## src/hdl/spl_pkg.sv

```systemverilog
`default_nettype none

package spl_pkg;

    // Gain numerator, 32767 << 16
    localparam logic [30:0] GAIN_NUM      = 31'd2147418112;
    localparam int          GAIN_W        = 31;
    localparam int          DIVISOR_W     = 25;

    // Reset values
    localparam logic [31:0] PEAK_RESET    = 32'd8388608;
    localparam logic [22:0] THRESH_RESET  = 23'd32768;
    localparam logic [23:0] RELEASE_RESET = 24'd1741;

    // Q8 floor of the threshold and the rounding term of the divisor
    localparam logic [31:0] Q8_MIN        = 32'd256;
    localparam logic [32:0] ROUND_Q8      = 33'd255;

    // Register indexes
    localparam logic [1:0]  CFG_THRESHOLD = 2'd0;
    localparam logic [1:0]  CFG_RELEASE   = 2'd1;
    localparam logic [1:0]  CFG_MODE      = 2'd2;

    // Sequencer states
    typedef enum logic [3:0] {
        ST_IDLE,
        ST_PREP,
        ST_PEAK,
        ST_DECAY,
        ST_FLOOR,
        ST_ATTN,
        ST_WAIT,
        ST_MUL_L,
        ST_MUL_R,
        ST_FIN
    } spl_state_t;

    // Divider status
    typedef struct packed {
        logic busy;
        logic done;
    } spl_div_stat_t;

    // Floor shift by 16 of a magnitude product, sign applied, saturated to 32 bits
    function automatic logic [31:0] scale_sat(input logic [54:0] prod, input logic neg);
        logic [38:0] q_pos;
        logic [55:0] s_neg;
        logic [39:0] q_neg;
        logic [31:0] res;
        q_pos = prod[54:16];
        s_neg = {1'b0, prod} + 56'd65535;
        q_neg = s_neg[55:16];
        if (!neg)
        begin
            if (q_pos > 39'h007FFF_FFFF)
                res = 32'h7FFF_FFFF;
            else
                res = q_pos[31:0];
        end
        else
        begin
            if (q_neg > 40'h0080_0000_00)
                res = 32'h8000_0000;
            else
                res = 32'd0 - q_neg[31:0];
        end
        return res;
    endfunction

endpackage

`default_nettype wire

```

## src/hdl/stereo_peak_limiter.sv

```systemverilog
`default_nettype none

// Stereo peak limiter, instant attack and linear release.
// Input channel: in_valid/in_ready carries one stereo frame per word
// (in_left, in_right, end_of_block). Output channel: out_valid/out_ready
// carries one word per frame (out_left, out_right, attenuation).
// Configuration: cfg_write with cfg_index/cfg_data writes a register
// (0 threshold_level, 1 release_step, 2 detector_mode); other indexes
// are ignored. Write only while no frame is in flight.
// For each frame the gain comes from a restoring divider that produces one
// quotient bit per cycle, and a 24x31 multiply per channel scales the two
// channels in turn. in_ready is high only while the sequencer is idle, so
// a new frame is accepted only once the previous one has written its
// result word.
// The output register holds a finished word while the receiver stalls; the
// next frame is still accepted and processed, and waits in its last step
// until the output register is free.
// Reset sets the peak to 32768 << 8, the held attenuation to zero and the
// registers to their defaults, and empties the output register.
module stereo_peak_limiter (
    input  wire logic               clk,
    input  wire logic               rst_n,
    input  wire logic               in_valid,
    output logic                    in_ready,
    input  wire logic signed [23:0] in_left,
    input  wire logic signed [23:0] in_right,
    input  wire logic               end_of_block,
    output logic                    out_valid,
    input  wire logic               out_ready,
    output logic signed [31:0]      out_left,
    output logic signed [31:0]      out_right,
    output logic        [23:0]      attenuation,
    input  wire logic               cfg_write,
    input  wire logic        [1:0]  cfg_index,
    input  wire logic        [23:0] cfg_data
);

    spl_pkg::spl_state_t state_reg, state_next;

    logic [22:0] thresh_reg;
    logic [23:0] release_reg;
    logic        mode_reg;

    logic [31:0] peak_reg, peak_next;
    logic [23:0] held_reg, held_next;
    logic        attack_reg, attack_next;

    logic [23:0] samp_l_reg, samp_l_next;
    logic [23:0] samp_r_reg, samp_r_next;
    logic        eob_reg, eob_next;
    logic [23:0] mag_l_reg, mag_l_next;
    logic [23:0] mag_r_reg, mag_r_next;
    logic [31:0] level_reg, level_next;
    logic [54:0] prod_reg, prod_next;
    logic [31:0] left_res_reg, left_res_next;

    logic        out_valid_reg, out_valid_next;
    logic [31:0] out_left_reg, out_left_next;
    logic [31:0] out_right_reg, out_right_next;
    logic [23:0] attn_out_reg, attn_out_next;

    logic                               div_start;
    logic [spl_pkg::DIVISOR_W-1:0]      div_divisor;
    spl_pkg::spl_div_stat_t             div_stat;
    logic [spl_pkg::GAIN_W-1:0]         gain;

    logic [31:0] th_q8;

    spl_div u_div (
        .clk      (clk),
        .rst_n    (rst_n),
        .start    (div_start),
        .divisor  (div_divisor),
        .status   (div_stat),
        .quotient (gain)
    );

    // Threshold in Q8, never below 256
    assign th_q8 = (thresh_reg == 23'd0) ? spl_pkg::Q8_MIN : {1'b0, thresh_reg, 8'd0};

    // Configuration registers
    always_ff @(posedge clk or negedge rst_n)
    begin
        if (!rst_n)
        begin
            thresh_reg  <= spl_pkg::THRESH_RESET;
            release_reg <= spl_pkg::RELEASE_RESET;
            mode_reg    <= 1'b0;
        end
        else if (cfg_write)
        begin
            case (cfg_index)
                spl_pkg::CFG_THRESHOLD: thresh_reg  <= cfg_data[22:0];
                spl_pkg::CFG_RELEASE:   release_reg <= cfg_data;
                spl_pkg::CFG_MODE:      mode_reg    <= cfg_data[0];
                default:                ;
            endcase
        end
    end

    // Sequencer: next state and datapath steps
    always_comb
    begin
        logic [23:0] mx;
        logic [23:0] mn;
        logic [31:0] src;
        logic [32:0] rsum;
        logic [31:0] diff;

        state_next     = state_reg;
        peak_next      = peak_reg;
        held_next      = held_reg;
        attack_next    = attack_reg;
        samp_l_next    = samp_l_reg;
        samp_r_next    = samp_r_reg;
        eob_next       = eob_reg;
        mag_l_next     = mag_l_reg;
        mag_r_next     = mag_r_reg;
        level_next     = level_reg;
        prod_next      = prod_reg;
        left_res_next  = left_res_reg;
        out_left_next  = out_left_reg;
        out_right_next = out_right_reg;
        attn_out_next  = attn_out_reg;
        out_valid_next = out_valid_reg & ~out_ready;
        in_ready       = 1'b0;
        div_start      = 1'b0;

        mx   = (mag_l_reg > mag_r_reg) ? mag_l_reg : mag_r_reg;
        mn   = (mag_l_reg > mag_r_reg) ? mag_r_reg : mag_l_reg;
        src  = (level_reg > peak_reg) ? level_reg : peak_reg;
        rsum = {1'b0, src} + spl_pkg::ROUND_Q8;
        div_divisor = (rsum[32:8] == '0) ? spl_pkg::DIVISOR_W'(1) : rsum[32:8];
        diff = peak_reg - th_q8;

        case (state_reg)
            spl_pkg::ST_IDLE:
            begin
                in_ready = 1'b1;
                if (in_valid)
                begin
                    samp_l_next = in_left;
                    samp_r_next = in_right;
                    eob_next    = end_of_block;
                    state_next  = spl_pkg::ST_PREP;
                end
            end
            // magnitudes of both channels
            spl_pkg::ST_PREP:
            begin
                mag_l_next = samp_l_reg[23] ? (~samp_l_reg + 24'd1) : samp_l_reg;
                mag_r_next = samp_r_reg[23] ? (~samp_r_reg + 24'd1) : samp_r_reg;
                state_next = spl_pkg::ST_PEAK;
            end
            // detector level; gain divisor from the larger of level and the peak before decay
            spl_pkg::ST_PEAK:
            begin
                level_next = mode_reg ? ({mx, 8'd0} + {1'b0, mn, 7'd0}) : {mx, 8'd0};
                state_next = spl_pkg::ST_DECAY;
            end
            spl_pkg::ST_DECAY:
            begin
                div_start   = 1'b1;
                attack_next = (level_reg > peak_reg);
                if (level_reg > peak_reg)
                    peak_next = level_reg;
                else if (peak_reg > {8'd0, release_reg})
                    peak_next = peak_reg - {8'd0, release_reg};
                else
                    peak_next = 32'd0;
                state_next = spl_pkg::ST_FLOOR;
            end
            spl_pkg::ST_FLOOR:
            begin
                if (!attack_reg && (peak_reg < th_q8))
                    peak_next = th_q8;
                state_next = spl_pkg::ST_ATTN;
            end
            // latch attenuation at block end
            spl_pkg::ST_ATTN:
            begin
                if (eob_reg)
                    held_next = (peak_reg > th_q8) ? diff[31:8] : 24'd0;
                state_next = spl_pkg::ST_WAIT;
            end
            spl_pkg::ST_WAIT:
            begin
                if (div_stat.done)
                    state_next = spl_pkg::ST_MUL_L;
            end
            spl_pkg::ST_MUL_L:
            begin
                prod_next  = 55'(mag_l_reg) * 55'(gain);
                state_next = spl_pkg::ST_MUL_R;
            end
            spl_pkg::ST_MUL_R:
            begin
                left_res_next = spl_pkg::scale_sat(prod_reg, samp_l_reg[23]);
                prod_next     = 55'(mag_r_reg) * 55'(gain);
                state_next    = spl_pkg::ST_FIN;
            end
            // write the result word once the output register is free
            spl_pkg::ST_FIN:
            begin
                if (!out_valid_reg || out_ready)
                begin
                    out_left_next  = left_res_reg;
                    out_right_next = spl_pkg::scale_sat(prod_reg, samp_r_reg[23]);
                    attn_out_next  = held_reg;
                    out_valid_next = 1'b1;
                    state_next     = spl_pkg::ST_IDLE;
                end
            end
            default:
            begin
                state_next = spl_pkg::ST_IDLE;
            end
        endcase
    end

    // Control state
    always_ff @(posedge clk or negedge rst_n)
    begin
        if (!rst_n)
        begin
            state_reg     <= spl_pkg::ST_IDLE;
            peak_reg      <= spl_pkg::PEAK_RESET;
            held_reg      <= 24'd0;
            out_valid_reg <= 1'b0;
        end
        else
        begin
            state_reg     <= state_next;
            peak_reg      <= peak_next;
            held_reg      <= held_next;
            out_valid_reg <= out_valid_next;
        end
    end

    // Payload
    always_ff @(posedge clk)
    begin
        attack_reg    <= attack_next;
        samp_l_reg    <= samp_l_next;
        samp_r_reg    <= samp_r_next;
        eob_reg       <= eob_next;
        mag_l_reg     <= mag_l_next;
        mag_r_reg     <= mag_r_next;
        level_reg     <= level_next;
        prod_reg      <= prod_next;
        left_res_reg  <= left_res_next;
        out_left_reg  <= out_left_next;
        out_right_reg <= out_right_next;
        attn_out_reg  <= attn_out_next;
    end

    assign out_valid   = out_valid_reg;
    assign out_left    = out_left_reg;
    assign out_right   = out_right_reg;
    assign attenuation = attn_out_reg;

`ifndef SYNTHESIS
    // peak never sits below the Q8 floor between frames
    assert property (@(posedge clk) disable iff (!rst_n)
        (state_reg == spl_pkg::ST_IDLE) |-> (peak_reg >= spl_pkg::Q8_MIN))
        else $error("peak below floor while idle");

    // no new frame while the divider runs
    assert property (@(posedge clk) disable iff (!rst_n)
        div_stat.busy |-> !in_ready)
        else $error("input ready during divide");

    // a pending word is never overwritten
    assert property (@(posedge clk) disable iff (!rst_n)
        (state_reg == spl_pkg::ST_FIN && out_valid_reg && !out_ready)
            |=> (state_reg == spl_pkg::ST_FIN))
        else $error("result written over a pending word");
`endif

endmodule

`default_nettype wire

```

## src/hdl/spl_div.sv

```systemverilog
`default_nettype none

// Restoring divider: fixed gain numerator over a 25-bit divisor, one bit a cycle
module spl_div (
    input  wire logic                               clk,
    input  wire logic                               rst_n,
    input  wire logic                               start,
    input  wire logic [spl_pkg::DIVISOR_W-1:0]      divisor,
    output spl_pkg::spl_div_stat_t                  status,
    output logic      [spl_pkg::GAIN_W-1:0]         quotient
);

    logic [spl_pkg::DIVISOR_W-1:0] div_reg;
    logic [spl_pkg::DIVISOR_W-1:0] rem_reg;
    logic [spl_pkg::GAIN_W-1:0]    quo_reg;
    logic [4:0]                    cnt_reg;
    logic                          busy_reg;
    logic                          done_reg;

    logic [spl_pkg::DIVISOR_W:0]   trial;
    logic                          take;

    // Shift in the next numerator bit and try the subtract
    always_comb
    begin
        trial = {rem_reg, spl_pkg::GAIN_NUM[cnt_reg]};
        take  = (trial >= {1'b0, div_reg});
    end

    always_ff @(posedge clk or negedge rst_n)
    begin
        if (!rst_n)
        begin
            busy_reg <= 1'b0;
            done_reg <= 1'b0;
            cnt_reg  <= 5'd0;
        end
        else if (start)
        begin
            busy_reg <= 1'b1;
            done_reg <= 1'b0;
            cnt_reg  <= 5'(spl_pkg::GAIN_W - 1);
        end
        else if (busy_reg)
        begin
            if (cnt_reg == 5'd0)
            begin
                busy_reg <= 1'b0;
                done_reg <= 1'b1;
            end
            else
            begin
                cnt_reg <= cnt_reg - 5'd1;
            end
        end
    end

    // Datapath
    always_ff @(posedge clk)
    begin
        if (start)
        begin
            div_reg <= divisor;
            rem_reg <= '0;
            quo_reg <= '0;
        end
        else if (busy_reg)
        begin
            if (take)
                rem_reg <= spl_pkg::DIVISOR_W'(trial - {1'b0, div_reg});
            else
                rem_reg <= trial[spl_pkg::DIVISOR_W-1:0];
            quo_reg <= {quo_reg[spl_pkg::GAIN_W-2:0], take};
        end
    end

    assign status.busy = busy_reg;
    assign status.done = done_reg;
    assign quotient    = quo_reg;

endmodule

`default_nettype wire
```

## config.mk

```make
export PLATFORM = sky130hd
export DESIGN_NAME = stereo_peak_limiter
export DESIGN_NICKNAME = d
export VERILOG_FILES = /design/src/hdl/spl_pkg.sv /design/src/hdl/stereo_peak_limiter.sv /design/src/hdl/spl_div.sv
export SDC_FILE = /design/constraint.sdc
export NUM_CORES = 2
export LEC_CHECK = 0
export BUFFER_PORTS_ARGS = -buffer_cell sky130_fd_sc_hd__buf_2
export CAP_MARGIN = 20
export CORE_ASPECT_RATIO = 0.9
export CORE_MARGIN = 4
export CORE_UTILIZATION = 60
export CTS_CLUSTER_DIAMETER = 60
export DETAILED_ROUTE_END_ITERATION = 10
export PLACE_DENSITY = 0.77
export REMOVE_ABC_BUFFERS = 1
export SLEW_MARGIN = 40
export SYNTH_ARGS = -nofsm -noshare
export SYNTH_HDL_FRONTEND = slang
export SYNTH_HIERARCHICAL = 1
export SYNTH_SLANG_ARGS = --single-unit
```

## constraint.sdc

```tcl
create_clock -name clk -period 8.6 [get_ports clk]
set_clock_uncertainty 0.1 [all_clocks]
set_input_delay 0.86 -clock clk [delete_from_list [all_inputs] [get_ports clk]]
set_output_delay 0.86 -clock clk [all_outputs]
set_load 0.01 [all_outputs]
```

==> After elaboration in Yosys (flattened, before gate mapping) <==
Memories as Yosys holds them, arrays and structs flattened.
Index checks and enable logic that the tools add are counted.
{ "totals": {"in_bits": 80, "ff_bits": 502, "wordCells": 129, "mem_bits_ro": 32, "memories": 1, "ram_bits": 0, "latch_bits": 0} }
{ "memory_table": {"columns": ["memory", "words", "word_bits", "read_ports", "rd_clocked_by_memory_dff", "wr", "line", "rtl"], "rows": [
  ["(no name shown)", 32, 1, 1, 0, 0, "spl_div.sv:26", "trial = {rem_reg, spl_pkg::GAIN_NUM[cnt_reg]};"]
]} }
{ "classes": {"bitwise_logic": 4, "div_mod_pow": 0, "n_mul": 2, "shifts": 0, "reduce_logical": 23, "n_lt_le_gt_ge": 9, "addsub": 10, "n_eq_ne": 16, "n_mux": 36} }
{ "op_table": {"columns": ["operator", "n"], "rows": [
  ["$mux W32", 9],
  ["$mul A24 B31 Y55", 2],
  ["$pmux W55 S2", 1],
  ["$mux W24", 3],
  ["$pmux W32 S2", 1],
  ["$add A55 B16 Y56 const B", 1],
  ["$add A24 B1 Y24 const B", 2],
  ["$not A24 Y24", 2],
  ["$mux W23", 2],
  ["$gt A40 B32 Y1 const B", 1],
  ["$pmux W4 S10", 1],
  ["$gt A39 B31 Y1 const B", 1],
  ["$add A32 B8 Y33 const B", 1],
  ["$add A32 B31 Y32", 1],
  ["$gt A32 B24 Y1", 1],
  ["$gt A32 B31 Y1", 1],
  ["$gt A32 B32 Y1", 1],
  ["$lt A32 B31 Y1", 1],
  ["$sub A1 B32 Y32 const A", 1],
  ["$sub A32 B24 Y32", 1],
  ["$sub A32 B31 Y32", 1],
  ["$mux W31", 1],
  ["$ge A26 B25 Y1", 1],
  ["$logic_not A25 Y1", 1],
  ["28 further kinds", 62]
]} }

==> Logic depth before layout (Yosys ltp) <==
{ "logic_depth": {"depth_word": 6, "depth_mapped": 29} }

==> Cells and area by module <==
Netlist, hierarchy kept.
{ "modules_own_cells": {"columns": ["mod", "area_per_inst_um2", "cells_per_inst", "n_inst", "seq_area_each_um2"], "rows": [
  ["stereo_peak_limiter", 72245.5, 7845, 1, 11687.5],
  ["spl_div", 4673.2, 500, 1, 2047.0]
]} }

==> Worst setup path before layout <==
Ideal clock, no wire load.
{ "synth_timing": {"path_kind": "input to register", "startpoint": "input port out_ready", "endpoint": "register attn_out_reg[0], in the netlist attenuation[0] (enable)", "setup_slack_ps": 503, "t_arrival_ps": 7336, "stages": 2, "setup_time_ps": 660, "cell_sequence": "nand2b_1 > nor3b_1"} }
{ "synth_between": {"elab_chain_len": 2} }
{ "synth_lines": {"columns": ["item", "line", "rtl"], "rows": [
  ["from (decl)", "stereo_peak_limiter.sv:29", "input wire logic out_ready,"],
  ["$logic_or A1 B1 Y1", "stereo_peak_limiter.sv:205", "if (!out_valid_reg || out_ready)"],
  ["$reduce_and A2 Y1 (no source line)", null, null],
  ["to (signal assigned)", "stereo_peak_limiter.sv:254", "attn_out_reg <= attn_out_next;"],
  ["to (decl)", "stereo_peak_limiter.sv:60", "logic [23:0] attn_out_reg, attn_out_next;"]
]} }
Every way passes these cells.
A chain may end at the register's enable or synchronous reset.

==> Worst setup path after layout <==
{ "layout_timing": {"startpoint": "register u_div.quo_reg, in the netlist u_div/quotient[9]", "endpoint": "register prod_reg[38] (data pin)"} }
{ "layout_between": {"elab_chain_len": 2, "elab_cells_between_ends": 3, "cone_classes": "mul (2); mux (1)"} }
{ "layout_lines": {"columns": ["item", "line", "rtl"], "rows": [
  ["from (decl)", "spl_div.sv:15", "logic [spl_pkg::GAIN_W-1:0] quo_reg;"],
  ["from (signal assigned)", "spl_div.sv:73", "quo_reg <= {quo_reg[spl_pkg::GAIN_W-2:0], take};"],
  ["$mul A24 B31 Y55 (on tied branches)", "stereo_peak_limiter.sv:199, stereo_peak_limiter.sv:193", null],
  ["$pmux W55 S2 *", "stereo_peak_limiter.sv:136", "case (state_reg)"],
  ["net prod_next[38]", "stereo_peak_limiter.sv:54", "logic [54:0] prod_reg, prod_next;"],
  ["to (signal assigned)", "stereo_peak_limiter.sv:250", "prod_reg <= prod_next;"],
  ["to (decl)", "stereo_peak_limiter.sv:54", null]
]} }
Mark *: on every way through the listed nets, which the timed path passes. The rest lies on a longest branch.

==> run_results.csv <==
group,metric,value,unit
status,status,"complete, no violations",
timing,setup_viol,0,
placed_design,portBuffers,169,
setup_path,required,8.90,ns
timing,rsz0062_at_grt,"false",
timing,tns,0,ns
global_routing,gr-usage-all-layers,34.2,%
clocking,h-tree-depth,3,
logic_synthesis,avgSynthCellArea,9.22,um2
logic_synthesis,syn_inst,8344,
clocking,post_cts_resized,0,
floorplan,start_util,60.5,%
setup_path,cp-start-kind,"register",
hold_path,hold_class,"in -> async",
floorplan,core_area,127000,um2
setup_path,worst-endpoint-arrival,8.56,ns
layout,fin_nets,10216,
placed_design,routabilityCongestion,0.964,
clocking,cts_buffers,69,
timing,final_hold_viol_count,0,
route,first_iter_violations,5960,
timing,clock.fmax,121,MHz
floorplan,die_area,134000,um2
timing,final.min_clock_period,8.26,ns
setup_path,worstPathMaxFanout,23,
clocking,ctsHoldBuffers,0,
layout,layout-drive-gt1-share,8.02,%
global_routing,grt-ovfl-total,0,
route,route.antenna.remaining_nets,0,
timing,worst_pin_slew,0.859,ns
placed_design,dp_cells,9970,
clocking,cts_root_buffer,"clkbuf_16",
route,wire_per_inst,22.2,um
route,via_per_inst,5.96,
global_routing,grt_max_degree,74,
setup_path,end_kind,"register",
layout,syn2layout_area_growth,7.10,%
global_routing,grt_pass1_wl,356,mm
layout,stdcell_count,10108,
clocking,cts_tree,"done",
clocking,cts.sink_count,495,
timing,finalMaxSlewViolations,0,
route,drc_errors,0,
route,vias,60266,
floorplan,dieWidth,385,um
clocking,cts.clk_slew.worst_paths,0.06,ns
job,cap_violations,0,
clocking,clock_path_buffers,3,
floorplan,die_h,348,um
timing,hold_ws,0.0426,ns
global_routing,antenna_found_initial,12,
floorplan,num_rows,124,
logic_synthesis,yosysWarningCount,6,
clocking,postCtsSetupBuffers,0,
global_routing,grt_pass1_vias,62988,
route,firstDrtPassIters,8,
clocking,clock_latency,0.70,ns
timing,slew_headroom,41.3,%
route,routed_wl,224,mm
layout,largest_reg_flops,55,
timing,min_period_over_period,96.1,%
logic_synthesis,syn_area,76900,um2
setup_path,crit_type,"reg -> reg",
placed_design,hpwl,179,mm
floorplan,pin_count,170,
-- placed cells by master (no fill, tap or decap), types with 30 or more instances in the layout --
| cell | instances |
|---|---|
| nor3_1 | 82 |
| a21oi_1 | 225 |
| nor4_1 | 34 |
| a21o_1 | 133 |
| xnor2_1 | 155 |
| mux2_2 | 68 |
| buf_2 | 169 |
| nand4_1 | 45 |
| dfxtp_1 | 31 |
| o31ai_1 | 36 |
| xor2_1 | 86 |
| buf_4 | 183 |
| edfxtp_1 | 323 |
| inv_1 | 1589 |
| nor2_1 | 276 |
| nand2b_1 | 39 |
| o21ai_0 | 214 |
| ha_1 | 511 |
| dfrtp_1 | 106 |
| mux2i_1 | 64 |
| nand2_1 | 1064 |
| and2_1 | 770 |
| a31oi_1 | 31 |
| clkbuf_16 | 70 |
| o22ai_1 | 48 |
| or3_1 | 36 |
| a211oi_1 | 38 |
| nand3_1 | 76 |
| fa_1 | 1276 |
| o21a_1 | 51 |
| and3_1 | 30 |
-- metrics by stage --
step	setup slack, ns	util (%)	cell area [um2]
floorplan	0.504	-	75200
global placement	0.457	62.7	79800
detailed placement	0.483	62.8	79900
CTS	0.465	64.6	82200
global route	0.0593	64.7	82400
finish	0.339	64.7	82400
-- critical path: stages, from the launching register on --
cell and delay [ns]:
dfxtp_2 0.80, buf_4 0.33, buf_4 0.17, nand2_1 0.07
fa_1 0.50, inv_1 0.05, fa_1 0.47, inv_1 0.06
fa_1 0.53, inv_1 0.05, fa_1 0.42, fa_1 0.48
fa_1 0.55, inv_1 0.05, fa_1 0.47, inv_1 0.04
ha_1 0.38, a21oi_1 0.18, nor2b_1 0.09, a31o_2 0.21
a211oi_1 0.46, o311ai_0 0.25, buf_4 0.20, a21oi_1 0.29
o21ai_0 0.24, a31oi_1 0.25, xor2_1 0.18, mux2i_1 0.08
-- per-layer routing --
metal | track usage (%) | up-vias | wire [um]
li1 | - | 26322 | -
met1 | 48.5 | 30081 | 92700
met2 | 50.4 | 3286 | 95900
met3 | 11.1 | 559 | 28800
met4 | 10.1 | 18 | 6870
met5 | 0 | - | 118
-- area by class of cell --
type / instances / area, um2
Clock buffer: 81 / 1810
Fill cell: 10287 / 44900
Inverter: 1594 / 5990
Antenna cell: 2 / 5.00
Clock inverter: 46 / 534
Timing Repair Buffer: 375 / 2560
Sequential cell: 495 / 13800
Tap cell: 1701 / 2130
Multi-Input combinational cell: 5814 / 55600
-- worst paths after layout --
path / startpoint / endpoint / slack (ns) / cells past startpoint
worst min register to register: left_res_reg[13]$_DFFE_PP_ / out_left[13]$_DFFE_PP_ / 0.32 / 0
worst min-delay path: rst_n / held_reg[15]$_DFFE_PN0P_ / 0.04 / 1
worst max-delay path: u_div/quotient[9]$_SDFFE_PP0P_ / prod_reg[38]$_DFFE_PP_ / 0.34 / 27
max in group asynchronous: rst_n / peak_reg[3]$_DFFE_PN0P_ / 7.19 / 2
min in group clk: end_of_block / eob_reg$_DFFE_PP_ / 0.23 / 1
worst max register to register: u_div/quotient[9]$_SDFFE_PP0P_ / prod_reg[38]$_DFFE_PP_ / 0.34 / 27
Power is left out: the tool's default activity adds up to more than one toggle a clock period on the data nets, which glitch-free logic cannot reach.
